[src/design/rcsde_pkg.sv]
// ----------------------------------------------------------------------------
// rcsde_pkg: shared types and constants
// Constants, register indexes and switch-path structs for the RC stick
// dead zone and switch edge block.
// ----------------------------------------------------------------------------
package rcsde_pkg;

    localparam int RAW_W   = 12;
    localparam int DZ_W    = 9;
    localparam int GAIN_W  = 24;
    localparam int STICK_W = 16;
    localparam int CFG_IDX_W  = 3;
    localparam int CFG_DATA_W = 24;

    localparam logic [RAW_W-1:0]   STICK_CENTER     = 12'd1500;
    localparam logic [RAW_W-1:0]   SWITCH_VALID_MAX = 12'd2100;
    localparam logic [STICK_W-2:0] Q14_ONE          = 15'd16384;

    // Configuration register indexes
    localparam logic [CFG_IDX_W-1:0] REG_DZ_WIDTH    = 3'd0;
    localparam logic [CFG_IDX_W-1:0] REG_STICK_GAIN  = 3'd1;
    localparam logic [CFG_IDX_W-1:0] REG_MODE_THRESH = 3'd2;
    localparam logic [CFG_IDX_W-1:0] REG_GEAR_THRESH = 3'd3;
    localparam logic [CFG_IDX_W-1:0] REG_RBT_THRESH  = 3'd4;

    // Reset values
    localparam logic [DZ_W-1:0]   DZ_WIDTH_RST    = 9'd125;
    localparam logic [GAIN_W-1:0] STICK_GAIN_RST  = 24'd2863312;
    localparam logic [RAW_W-1:0]  MODE_THRESH_RST = 12'd1750;
    localparam logic [RAW_W-1:0]  GEAR_THRESH_RST = 12'd1750;
    localparam logic [RAW_W-1:0]  RBT_THRESH_RST  = 12'd1500;

    typedef struct packed {
        logic [RAW_W-1:0] mode;
        logic [RAW_W-1:0] gear;
        logic [RAW_W-1:0] reboot;
    } sw_raw_t;

    typedef struct packed {
        logic hover_active;
        logic hover_entered;
        logic command_active;
        logic command_entered;
        logic reboot_pulse;
    } sw_flags_t;

endpackage

[src/design/rc_stick_deadzone_and_switch_edges_top.sv]
// ----------------------------------------------------------------------------
// rc_stick_deadzone_and_switch_edges_top: RC frame normalizer
// Four stick lanes with dead zone and Q1.14 scaling, plus switch edge flags.
// ----------------------------------------------------------------------------
// Usage:
//   Input channel (in_valid/in_ready) takes one RC frame per request: four
//   stick pulse widths and the mode, gear and reboot switch widths.
//   Output channel (out_valid/out_ready) gives one result per frame: four
//   Q1.14 sticks and the switch/status flags.
//   Config channel (cfg_valid/cfg_ready) writes registers by index; always
//   ready. Write only while no frame is in flight.
// Path: a frame passes the input register, then the result register; one
//   gain multiply per stick lane sits between them.
// Throughput: one frame per cycle sustained while out_ready stays high,
//   set by the two-register pipe.
// Reset: pipe empties, config returns to defaults, switch history is cleared
//   and the first frame after reset seeds it (no edges on that frame).
// Stall: while out_ready is low the result holds; one more frame can wait in
//   the input register, after which in_ready drops until the result drains.
// ----------------------------------------------------------------------------
module rc_stick_deadzone_and_switch_edges_top (
    input  logic                                   clk,
    input  logic                                   rst_n,

    input  logic                                   in_valid,
    output logic                                   in_ready,
    input  logic [rcsde_pkg::RAW_W-1:0]            stick_raw_0,
    input  logic [rcsde_pkg::RAW_W-1:0]            stick_raw_1,
    input  logic [rcsde_pkg::RAW_W-1:0]            stick_raw_2,
    input  logic [rcsde_pkg::RAW_W-1:0]            stick_raw_3,
    input  logic [rcsde_pkg::RAW_W-1:0]            mode_raw,
    input  logic [rcsde_pkg::RAW_W-1:0]            gear_raw,
    input  logic [rcsde_pkg::RAW_W-1:0]            reboot_raw,

    output logic                                   out_valid,
    input  logic                                   out_ready,
    output logic signed [rcsde_pkg::STICK_W-1:0]   stick_out_0,
    output logic signed [rcsde_pkg::STICK_W-1:0]   stick_out_1,
    output logic signed [rcsde_pkg::STICK_W-1:0]   stick_out_2,
    output logic signed [rcsde_pkg::STICK_W-1:0]   stick_out_3,
    output logic                                   hover_active,
    output logic                                   hover_entered,
    output logic                                   command_active,
    output logic                                   command_entered,
    output logic                                   reboot_pulse,
    output logic                                   frame_valid,
    output logic                                   sticks_centered,

    input  logic                                   cfg_valid,
    output logic                                   cfg_ready,
    input  logic [rcsde_pkg::CFG_IDX_W-1:0]        cfg_index,
    input  logic [rcsde_pkg::CFG_DATA_W-1:0]       cfg_data
);
    import rcsde_pkg::*;

    localparam int NUM_STICKS = 4;

    // ---------------- configuration registers ----------------
    logic [DZ_W-1:0]   dz_width_reg;
    logic [GAIN_W-1:0] gain_reg;
    sw_raw_t           thresh_reg;

    assign cfg_ready = 1'b1;

    always_ff @(posedge clk or negedge rst_n)
    begin
        if (!rst_n)
        begin
            dz_width_reg      <= DZ_WIDTH_RST;
            gain_reg          <= STICK_GAIN_RST;
            thresh_reg.mode   <= MODE_THRESH_RST;
            thresh_reg.gear   <= GEAR_THRESH_RST;
            thresh_reg.reboot <= RBT_THRESH_RST;
        end
        else if (cfg_valid && cfg_ready)
        begin
            unique case (cfg_index)
                REG_DZ_WIDTH:    dz_width_reg      <= cfg_data[DZ_W-1:0];
                REG_STICK_GAIN:  gain_reg          <= cfg_data[GAIN_W-1:0];
                REG_MODE_THRESH: thresh_reg.mode   <= cfg_data[RAW_W-1:0];
                REG_GEAR_THRESH: thresh_reg.gear   <= cfg_data[RAW_W-1:0];
                REG_RBT_THRESH:  thresh_reg.reboot <= cfg_data[RAW_W-1:0];
                default:         ; // unmapped index, write dropped
            endcase
        end
    end

    // ---------------- pipeline control ----------------
    logic s1_valid_reg;
    logic out_valid_reg;
    logic advance;      // input register moves into result register
    logic in_fire;

    assign advance   = s1_valid_reg && (!out_valid_reg || out_ready);
    assign in_ready  = !s1_valid_reg || advance;
    assign in_fire   = in_valid && in_ready;
    assign out_valid = out_valid_reg;

    always_ff @(posedge clk or negedge rst_n)
    begin
        if (!rst_n)
        begin
            s1_valid_reg  <= 1'b0;
            out_valid_reg <= 1'b0;
        end
        else
        begin
            if (in_fire)
            begin
                s1_valid_reg <= 1'b1;
            end
            else if (advance)
            begin
                s1_valid_reg <= 1'b0;
            end

            if (advance)
            begin
                out_valid_reg <= 1'b1;
            end
            else if (out_ready)
            begin
                out_valid_reg <= 1'b0;
            end
        end
    end

    // ---------------- input register (payload, no reset) ----------------
    logic [RAW_W-1:0] stick_raw_reg [NUM_STICKS];
    sw_raw_t          sw_raw_reg;

    always_ff @(posedge clk)
    begin
        if (in_fire)
        begin
            stick_raw_reg[0]  <= stick_raw_0;
            stick_raw_reg[1]  <= stick_raw_1;
            stick_raw_reg[2]  <= stick_raw_2;
            stick_raw_reg[3]  <= stick_raw_3;
            sw_raw_reg.mode   <= mode_raw;
            sw_raw_reg.gear   <= gear_raw;
            sw_raw_reg.reboot <= reboot_raw;
        end
    end

    // ---------------- compute ----------------
    logic signed [STICK_W-1:0] stick_next [NUM_STICKS];
    sw_flags_t                 flags_next;
    logic                      valid_next;
    logic                      centered_next;

    for (genvar g = 0; g < NUM_STICKS; g++)
    begin : g_lane
        rcsde_stick_lane u_lane (
            .raw       (stick_raw_reg[g]),
            .dz_width  (dz_width_reg),
            .gain      (gain_reg),
            .stick     (stick_next[g])
        );
    end

    // switch history and command flags advance with the frame
    rcsde_switch_logic u_switch (
        .clk     (clk),
        .rst_n   (rst_n),
        .advance (advance),
        .sw      (sw_raw_reg),
        .thresh  (thresh_reg),
        .flags   (flags_next)
    );

    always_comb
    begin
        valid_next = (sw_raw_reg.mode   <= SWITCH_VALID_MAX) &&
                     (sw_raw_reg.gear   <= SWITCH_VALID_MAX) &&
                     (sw_raw_reg.reboot <= SWITCH_VALID_MAX);
        centered_next = (stick_next[0] == '0) && (stick_next[1] == '0) &&
                        (stick_next[2] == '0) && (stick_next[3] == '0);
    end

    // ---------------- result register ----------------
    logic signed [STICK_W-1:0] stick_out_reg [NUM_STICKS];
    sw_flags_t                 flags_reg;
    logic                      frame_valid_reg;
    logic                      centered_reg;

    always_ff @(posedge clk)
    begin
        if (advance)
        begin
            stick_out_reg[0] <= stick_next[0];
            stick_out_reg[1] <= stick_next[1];
            stick_out_reg[2] <= stick_next[2];
            stick_out_reg[3] <= stick_next[3];
            flags_reg        <= flags_next;
            frame_valid_reg  <= valid_next;
            centered_reg     <= centered_next;
        end
    end

    assign stick_out_0     = stick_out_reg[0];
    assign stick_out_1     = stick_out_reg[1];
    assign stick_out_2     = stick_out_reg[2];
    assign stick_out_3     = stick_out_reg[3];
    assign hover_active    = flags_reg.hover_active;
    assign hover_entered   = flags_reg.hover_entered;
    assign command_active  = flags_reg.command_active;
    assign command_entered = flags_reg.command_entered;
    assign reboot_pulse    = flags_reg.reboot_pulse;
    assign frame_valid     = frame_valid_reg;
    assign sticks_centered = centered_reg;

    // ---------------- assertions ----------------
    a_ready_only_when_full: assert property (@(posedge clk) disable iff (!rst_n)
        !in_ready |-> (s1_valid_reg && out_valid_reg && !out_ready))
        else $error("in_ready low with room in the pipe");

    a_advance_loads_out: assert property (@(posedge clk) disable iff (!rst_n)
        advance |=> out_valid)
        else $error("result register not loaded after advance");

    a_hover_edge_implies_hover: assert property (@(posedge clk) disable iff (!rst_n)
        (out_valid && hover_entered) |-> hover_active)
        else $error("hover entry without hover");

    a_reboot_excludes_modes: assert property (@(posedge clk) disable iff (!rst_n)
        (out_valid && reboot_pulse) |-> (!hover_active && !command_active))
        else $error("reboot pulse while a mode is active");

    a_centered_matches: assert property (@(posedge clk) disable iff (!rst_n)
        out_valid |-> (sticks_centered == ((stick_out_0 == '0) && (stick_out_1 == '0) &&
                                           (stick_out_2 == '0) && (stick_out_3 == '0))))
        else $error("centered flag disagrees with stick outputs");

endmodule

[src/design/rcsde_stick_lane.sv]
// ----------------------------------------------------------------------------
// rcsde_stick_lane: one stick normalizer
// Offset from center, dead zone removal, gain multiply, Q1.14 saturation.
// ----------------------------------------------------------------------------
module rcsde_stick_lane (
    input  logic [rcsde_pkg::RAW_W-1:0]          raw,
    input  logic [rcsde_pkg::DZ_W-1:0]           dz_width,
    input  logic [rcsde_pkg::GAIN_W-1:0]         gain,
    output logic signed [rcsde_pkg::STICK_W-1:0] stick
);
    import rcsde_pkg::*;

    localparam int SUM_W  = RAW_W + 1;
    localparam int PROD_W = RAW_W + GAIN_W;
    localparam int MAG_W  = PROD_W - 16;

    logic [SUM_W-1:0]   raw_ext;
    logic [SUM_W-1:0]   dz_ext;
    logic [SUM_W-1:0]   ctr_ext;
    logic [SUM_W-1:0]   thr_hi;
    logic               is_pos;
    logic               is_neg;
    logic [RAW_W-1:0]   excess;
    logic [PROD_W-1:0]  prod;
    logic [MAG_W-1:0]   mag_full;
    logic [STICK_W-2:0] mag_sat;

    always_comb
    begin
        raw_ext = {1'b0, raw};
        dz_ext  = SUM_W'(dz_width);
        ctr_ext = {1'b0, STICK_CENTER};
        thr_hi  = ctr_ext + dz_ext;
        is_pos  = raw_ext > thr_hi;
        is_neg  = (raw_ext + dz_ext) < ctr_ext;

        if (is_pos)
        begin
            excess = RAW_W'(raw_ext - thr_hi);
        end
        else if (is_neg)
        begin
            excess = RAW_W'(ctr_ext - dz_ext - raw_ext);
        end
        else
        begin
            excess = '0;
        end

        prod     = PROD_W'(excess) * PROD_W'(gain);
        mag_full = prod[PROD_W-1:16];
        mag_sat  = (mag_full > MAG_W'(Q14_ONE)) ? Q14_ONE : mag_full[STICK_W-2:0];

        if (is_neg)
        begin
            stick = -$signed({1'b0, mag_sat});
        end
        else
        begin
            stick = $signed({1'b0, mag_sat});
        end
    end

endmodule

[src/design/rcsde_switch_logic.sv]
// ----------------------------------------------------------------------------
// rcsde_switch_logic: switch thresholds, edges and mode flags
// Holds previous switch values and command flags; state moves on advance.
// ----------------------------------------------------------------------------
module rcsde_switch_logic (
    input  logic                        clk,
    input  logic                        rst_n,
    input  logic                        advance,
    input  rcsde_pkg::sw_raw_t          sw,
    input  rcsde_pkg::sw_raw_t          thresh,
    output rcsde_pkg::sw_flags_t        flags
);
    import rcsde_pkg::*;

    sw_raw_t prev_reg;
    logic    seen_reg;
    logic    cmd_mode_reg;
    logic    cmd_entry_reg;

    sw_raw_t prev_eff;
    logic    hover;
    logic    cmd_mode_next;
    logic    cmd_entry_next;

    always_comb
    begin
        // first frame seeds the history, so no edge on it
        prev_eff = seen_reg ? prev_reg : sw;
        hover    = sw.mode > thresh.mode;

        cmd_mode_next  = cmd_mode_reg;
        cmd_entry_next = cmd_entry_reg;
        if (hover)
        begin
            if ((prev_eff.gear < thresh.gear) && (sw.gear > thresh.gear))
            begin
                cmd_entry_next = 1'b1;
            end
            else if (sw.gear < thresh.gear)
            begin
                cmd_entry_next = 1'b0;
            end
            cmd_mode_next = sw.gear > thresh.gear;
        end

        flags.hover_active    = hover;
        flags.hover_entered   = (prev_eff.mode < thresh.mode) && hover;
        flags.command_active  = cmd_mode_next;
        flags.command_entered = cmd_entry_next;
        flags.reboot_pulse    = !hover && !cmd_mode_next &&
                                (prev_eff.reboot < thresh.reboot) &&
                                (sw.reboot > thresh.reboot);
    end

    always_ff @(posedge clk or negedge rst_n)
    begin
        if (!rst_n)
        begin
            prev_reg      <= '0;
            seen_reg      <= 1'b0;
            cmd_mode_reg  <= 1'b1;
            cmd_entry_reg <= 1'b0;
        end
        else if (advance)
        begin
            prev_reg      <= sw;
            seen_reg      <= 1'b1;
            cmd_mode_reg  <= cmd_mode_next;
            cmd_entry_reg <= cmd_entry_next;
        end
    end

endmodule
[config.mk]
export PLATFORM = sky130hd
export DESIGN_NAME = rc_stick_deadzone_and_switch_edges_top
export DESIGN_NICKNAME = d
export VERILOG_FILES = /design/src/design/rcsde_pkg.sv /design/src/design/rc_stick_deadzone_and_switch_edges_top.sv /design/src/design/rcsde_stick_lane.sv /design/src/design/rcsde_switch_logic.sv
export SDC_FILE = /design/constraint.sdc
export NUM_CORES = 2
export LEC_CHECK = 0
export BUFFER_PORTS_ARGS = -buffer_cell sky130_fd_sc_hd__buf_2
export CORE_ASPECT_RATIO = 0.75
export CORE_UTILIZATION = 35
export DETAILED_ROUTE_END_ITERATION = 10
export GPL_TIMING_DRIVEN = 0
export PLACE_DENSITY_LB_ADDON = 0.15
export SYNTH_ARGS = -nofsm -noshare
export SYNTH_HDL_FRONTEND = slang
export SYNTH_SLANG_ARGS = --single-unit
[constraint.sdc]
create_clock -name clk -period 34.6 [get_ports clk]
set_input_delay 1.73 -clock clk [delete_from_list [all_inputs] [get_ports clk]]
set_output_delay 1.73 -clock clk [all_outputs]
set_load 0.02 [all_outputs]
# After elaboration in Yosys (flattened, before gate mapping)
# Memory sizes are Yosys's and may differ from the RTL's.
# Cells that the tools add are included.
# classes
eq_ne	4
n_mul	4
n_mux	29
n_addsub	18
n_reduce_logical	30
n_lt_le_gt_ge	22
# ops
cell	n
$mul A12 B24 Y36	4
$mux W12	8
$sub A12 B12 Y12	8
$gt A20 B15 Y1 const B	4
$logic_not A16 Y1	4
$mux W16	4
$neg A15 Y16	4
$mux W15	4
$add A12 B9 Y13	4
$gt A12 B13 Y1	4
$lt A13 B11 Y1 const B	4
$lt A12 B12 Y1	4
$gt A12 B12 Y1	3
$le A12 B12 Y1 const B	3
$mux W36	1
$add A11 B9 Y12 const A	1
$logic_and A1 B1 Y1	12
$mux W1	12
$sub A11 B9 Y12 const A	1
$reduce_and A2 Y1	5
$eq A3 B2 Y1 const B	2
$logic_not A1 Y1	4
$reduce_bool A2 Y1	2
$eq A3 B1 Y1 const B	1
3 further kinds	4
# word_totals
ramBits	112
wordCells	132
reg_bits	153
n_memories	2
output_inout_bits	74
inputBits	116
# mem_list
memory	depth	word_bits	rd	rd_ports_with_merged_regs	write_ports	line_no	text
stick_out_reg	4	16	4	0	4	rc_stick_deadzone_and_switch_edges_top.sv:182	logic signed [STICK_W-1:0] stick_out_reg [NUM_STICKS];
stick_raw_reg	4	12	4	0	4	rc_stick_deadzone_and_switch_edges_top.sv:129	logic [RAW_W-1:0] stick_raw_reg [NUM_STICKS];

# Depth between registers and ports, before layout
# An unclocked memory read counts as a cell.
# depth
ltp_word	14
ltp_mapped	51
mapped_depth_nobuf	47

# Modules after synthesis
# A second synthesis with hierarchy kept.
# unflattened
hier_cells	6696
area_unflattened_um2	58506.1
# by_module_without_submodules
module	cells_per_inst	seq_area_each_um2	n_inst	area_each_um2
rcsde_stick_lane (g_lane[0].u_lane)	1547	0.0	1	12052.8
rcsde_stick_lane (g_lane[1].u_lane)	1517	0.0	1	11949.0
rcsde_stick_lane (g_lane[2].u_lane)	1475	0.0	1	11691.2
rcsde_stick_lane (g_lane[3].u_lane)	1465	0.0	1	11609.9
rc_stick_deadzone_and_switch_edges_top	352	6477.5	1	7633.6
rcsde_switch_logic	340	977.2	1	3569.7

# Worst setup path before layout
# Ideal clock, no wire load.
# synth_path
path_type	flip-flop to flip-flop
startpoint	register dz_width_reg[1]
endpoint	register centered_reg, in the netlist sticks_centered (data pin)
arrival_ns	11.964
path_slack_ns	22.503
setup_ns	0.133
t_required_ns	34.467
period_less_slack_ns	12.097
n_path_buf	8
stages_incl_launch_ff	48
cell_sequence	dfrtp_1 -> inv_1 -> ha_1 -> nor2b_1 -> o2111ai_1 -> nand3_1 -> mux2_1 -> and3_1 -> buf_2 -> nand2_1 -> and2_1 -> clkbuf_1 -> clkbuf_1 -> nand2_1 -> o22ai_1 -> clkbuf_1 -> nand2_1 -> fa_1 -> (+12 left out) -> nand2_1 -> a211o_1 -> and4b_1 -> a311o_1 -> and3_1 -> clkbuf_1 -> a41oi_4 -> clkbuf_1 -> clkbuf_1 -> nand2b_1 -> ha_1 -> a21bo_2 -> a311o_1 -> nor4b_2 -> o2111ai_1 -> or4_1 -> nor4_1 -> o2111a_1
# synth_between
elab_chain_cells	13
elab_cells_between_ends	57
classes_between	add/sub (18); mul (4); order compare (12); mux (16); reduce/logical (7)
# synth_lines
item	line_no	text
from (decl)	rc_stick_deadzone_and_switch_edges_top.sv:59	logic [DZ_W-1:0] dz_width_reg;
from (signal assigned)	rc_stick_deadzone_and_switch_edges_top.sv:78	REG_DZ_WIDTH: dz_width_reg <= cfg_data[DZ_W-1:0];
$sub A11 B9 Y12 or $add A12 B9 Y13 (tied branches)	rcsde_stick_lane.sv:43, rcsde_stick_lane.sv:35	
$sub A12 B12 Y12 or $lt A13 B11 Y1 (tied branches)	rcsde_stick_lane.sv:43, rcsde_stick_lane.sv:35	
$mux W12	rcsde_stick_lane.sv:41	else if (is_neg)
$mux W12	rcsde_stick_lane.sv:37	if (is_pos)
$mul A12 B24 Y36	rcsde_stick_lane.sv:50	prod = PROD_W'(excess) * PROD_W'(gain);
$gt A20 B15 Y1	rcsde_stick_lane.sv:52	mag_sat = (mag_full > MAG_W'(Q14_ONE)) ? Q14_ONE : mag_full[STICK_W-2:0];
$mux W15	rcsde_stick_lane.sv:52	
$neg A15 Y16	rcsde_stick_lane.sv:56	stick = -$signed({1'b0, mag_sat});
$mux W16	rcsde_stick_lane.sv:54	if (is_neg)
$logic_not A16 Y1	rc_stick_deadzone_and_switch_edges_top.sv:177	centered_next = (stick_next[0] == '0) && (stick_next[1] == '0) &&
$logic_and A1 B1 Y1 (2 in series)	rc_stick_deadzone_and_switch_edges_top.sv:177	
$logic_and A1 B1 Y1 *	rc_stick_deadzone_and_switch_edges_top.sv:178	(stick_next[2] == '0) && (stick_next[3] == '0);
via centered_next	rc_stick_deadzone_and_switch_edges_top.sv:150	logic centered_next;
to (signal assigned)	rc_stick_deadzone_and_switch_edges_top.sv:197	centered_reg <= centered_next;
to (decl)	rc_stick_deadzone_and_switch_edges_top.sv:185	logic centered_reg;
# Mark *: on every way through the listed nets, which the timed path passes. The rest lies on a longest branch.
# A chain may end at the register's enable or synchronous reset.

# Worst setup path in the final report
# Same ends and word-level chain as after synthesis.

==> impl_metrics.yaml <==
place:
  placedInstanceArea_sq_um: 61200
  gp_congestion: 0.987
  io_buffers: 188
  dp.cells: 9058
  dp_hpwl_mm: 201
setup_path:
  cp_max_fo: 10
  end_kind: "register"
  critPathRequiredTime_ns: 35.10
  critical_path_arrival_ns: 18.65
  rr_worst_depth: 43
  rrSetupSlack_ns: 16.45
  critPathSlowestCell: "or4_1"
  cp-start-kind: "register"
  worstSetupPathType: "register to register"
  timing.rr.end: "sticks_centered$_DFFE_PP_"
  r2r_start: "dz_width_reg[1]$_DFFE_PN0P_"
  cpPeakStageDelay_ns: 0.99
synthesis:
  synth_cell_types: 110
  synth_flop_cell: "edfxtp_1"
  synthCells: 6707
  yosysWarningCount: 0
  ys_async_sr_fraction: 0.415
  synth_edf_count: 155
  synthesis.nets: 8179
  netlist_area_sq_um: 57300
  ys_ff_latch: 265
  yosysSeqAreaShare: 0.130
  syn_avg_cell_area_sq_um: 8.54
clock_tree:
  cts_resized: 0
  post-cts-setup-buffers: 0
  clock_sink_count: 265
  clockBufferDepth: 3
  clk_pin_slew_worst_paths_ns: 0.06
  cts_tree: "yes"
  worstSkewPairLatency_ns: 0.64
  htree_levels: 2
  cts_hold_buffers: 0
  cts_buffers: 35
  clockRootBuffer: "clkbuf_16"
route:
  drt_first_pass_iters: 6
  routed_wirelength_mm: 242
  vias: 50925
  avgRoutedWirePerCell_um: 26.5
  drt_iter0_drc: 5285
  drc_errors: 0
  viasPerCell: 5.57
  ant_nets: 0
cells_and_area:
  multi_input_area_sq_um: 44500
  ff_latch_area_sq_um: 7450
  nets: 8423
  fin_cells: 9136
  drive_gt1_frac: 0.0741
  fillers: 16863
  syn_to_final_growth_pct: 8.96
  largest_register_ffs: 64
  final_cell_area_sq_um: 62400
grt:
  grt.overflow.total: 0
  grt_pass1_vias: 49656
  grt_pass1_wl_mm: 352
  antenna_found_initial: 22
  grt_max_degree: 71
  gr-usage-all-layers: 0.293
floorplanning:
  start_util: 0.353
  die-area_sq_um: 165000
  rows: 128
  ios: 190
  die_w_um: 469
  design.core.area_sq_um: 162000
  die_y_um: 352
run_status:
  violations: "capacitance limit, slew limit"
  outcome: "finished, violations left"
timing:
  tns_ns: 0
  hold_ws_ns: 0.484
  slew-limit-headroom: -0.0848
  worst_pin_slew_ns: 1.63
  fin_crit_sh: 0.525
  final.min_clock_period_ns: 18.15
  fmax_ghz: 0.0551
  maxSlewViolCount: 19
  rsz0062_at_grt: "no"
  hold_viol: 0
  setup_violations: 0
  clock_skew_ns: 0.0469
worst_hold_path:
  hold_depth: 2
  worstHoldPathType: "register to register"
  worstHoldEndpoint: "u_switch.prev_reg[24]$_DFFE_PN0P_"
  hold_start: "u_switch.prev_reg[24]$_DFFE_PN0P_"
job:
  max_cap_viol_count: 3
-- cell usage after synthesis, types with 15 or more instances --
master / count / share of area
a211oi_1: 39 / 0.0051
a21o_1: 148 / 0.019
a21oi_1: 259 / 0.023
a311oi_1: 18 / 0.0028
a31oi_1: 42 / 0.0046
and2_1: 276 / 0.030
and3_1: 46 / 0.0050
buf_1: 17 / 0.0011
clkbuf_1: 301 / 0.020
dfrtp_1: 72 / 0.031
dfstp_2: 38 / 0.017
edfxtp_1: 155 / 0.081
fa_1: 884 / 0.31
ha_1: 472 / 0.10
inv_1: 1115 / 0.073
mux2_2: 94 / 0.018
mux2i_1: 19 / 0.0033
nand2_1: 1091 / 0.071
nand2b_1: 41 / 0.0045
nand3_1: 92 / 0.0080
nand4_1: 64 / 0.0070
nor2_1: 306 / 0.020
nor2b_1: 38 / 0.0041
nor3_1: 74 / 0.0065
nor3b_1: 15 / 0.0020
nor4_1: 19 / 0.0021
o2111ai_1: 20 / 0.0031
o211ai_1: 40 / 0.0052
o21a_1: 41 / 0.0054
o21ai_0: 222 / 0.019
o21ai_1: 19 / 0.0017
o21bai_1: 45 / 0.0059
o22ai_1: 20 / 0.0022
o31ai_1: 25 / 0.0033
or2_2: 42 / 0.0046
or3_1: 32 / 0.0035
or4_1: 17 / 0.0022
xnor2_1: 97 / 0.015
xor2_1: 66 / 0.010
-- per-stage QoR --
stage | setup slack, ns | utilization
after floorplan | 22.50 | -
after global placement | 14.84 | 0.375
after detailed placement | 16.89 | 0.377
after CTS | 16.83 | 0.384
after global routing | 15.85 | 0.384
final | 16.45 | 0.384
-- cell usage in the layout, fill, tap and decap left out, types with 24 or more instances in the layout --
cell type  count
inv_1       1114
nand2_1     1091
fa_1         884
ha_1         472
nor2_1       306
clkbuf_1     304
and2_1       275
a21oi_1      259
o21ai_0      215
buf_2        197
edfxtp_1     155
a21o_1       148
xnor2_1       97
mux2_2        94
nand3_1       92
nor3_1        73
dfrtp_1       72
xor2_1        66
nand4_1       64
and3_1        46
o21bai_1      45
or2_2         42
a31oi_1       42
o21a_1        41
nand2b_1      41
o211ai_1      40
nor2b_1       38
a211oi_1      38
dfstp_2       38
clkbuf_16     35
or3_1         32
o21ai_1       25
o31ai_1       24
-- per-layer routing --
layer	vias up	global-route usage	part of all wire
met3	316	0.0833	0.11
met5	-	0	0.000058
met1	25843	0.439	0.46
li1	22347	-	-
met2	2417	0.402	0.40
met4	2	0.0831	0.031
-- worst max-delay path: cells and delay by family, from the launching register on --
kind                     cells  cell delay [ns]
AO/OA/AOI/OAI               11             4.88
adder cells (fa/ha/maj)      8             3.67
buffers and inverters        8             2.57
flip-flops                   1             0.66
multiplexers                 1             0.92
AND/OR/NAND/NOR             15             5.23
-- area by class of cell --
type,instances,area share
multi-input cells,4989,0.712
well taps,2145,0.0430
diodes,13,0.000521
flip-flops and latches,265,0.119
inverters,1124,0.0676
clock inverters,22,0.00385
plain buffers,329,0.0201
repair buffers,207,0.0187
clock buffers,42,0.0148
-- logic make-up (layout without fill, tap and decap cells) --
| family | count (synthesis) | in the layout | synth area share |
|---|---|---|---|
| xor gates and xnor gates | 163 | 163 | 0.0249 |
| DFF | 265 | 265 | 0.130 |
| and+or+nand+nor | 2208 | 2208 | 0.180 |
| muxes | 114 | 114 | 0.0220 |
| buffers and inverters | 1453 | 1724 | 0.0955 |
| adders and majority gates | 1356 | 1356 | 0.412 |
| AOI/OAI and AO/OA | 1147 | 1147 | 0.135 |
| other | 1 | 14 | 0.0000655 |
-- how the worst max path moves through the flow --
stage	startpoint	endpoint	slack, ns	depth (start not counted)
4_1_cts	dz_width_reg[1]$_DFFE_PN0P_	sticks_centered$_DFFE_PP_	16.83	43
3_5_place_dp	dz_width_reg[1]$_DFFE_PN0P_	sticks_centered$_DFFE_PP_	16.89	44
6_report	dz_width_reg[1]$_DFFE_PN0P_	sticks_centered$_DFFE_PP_	16.45	43
3_3_place_gp	dz_width_reg[4]$_DFFE_PN1P_	sticks_centered$_DFFE_PP_	14.84	42
5_1_grt	dz_width_reg[1]$_DFFE_PN0P_	sticks_centered$_DFFE_PP_	15.85	44
2_1_floorplan	dz_width_reg[1]$_DFFE_PN0P_	sticks_centered$_DFFE_PP_	22.50	47
Power is not shown: default switching activity piles up to over one toggle a cycle in this logic, so the estimate is an artifact.
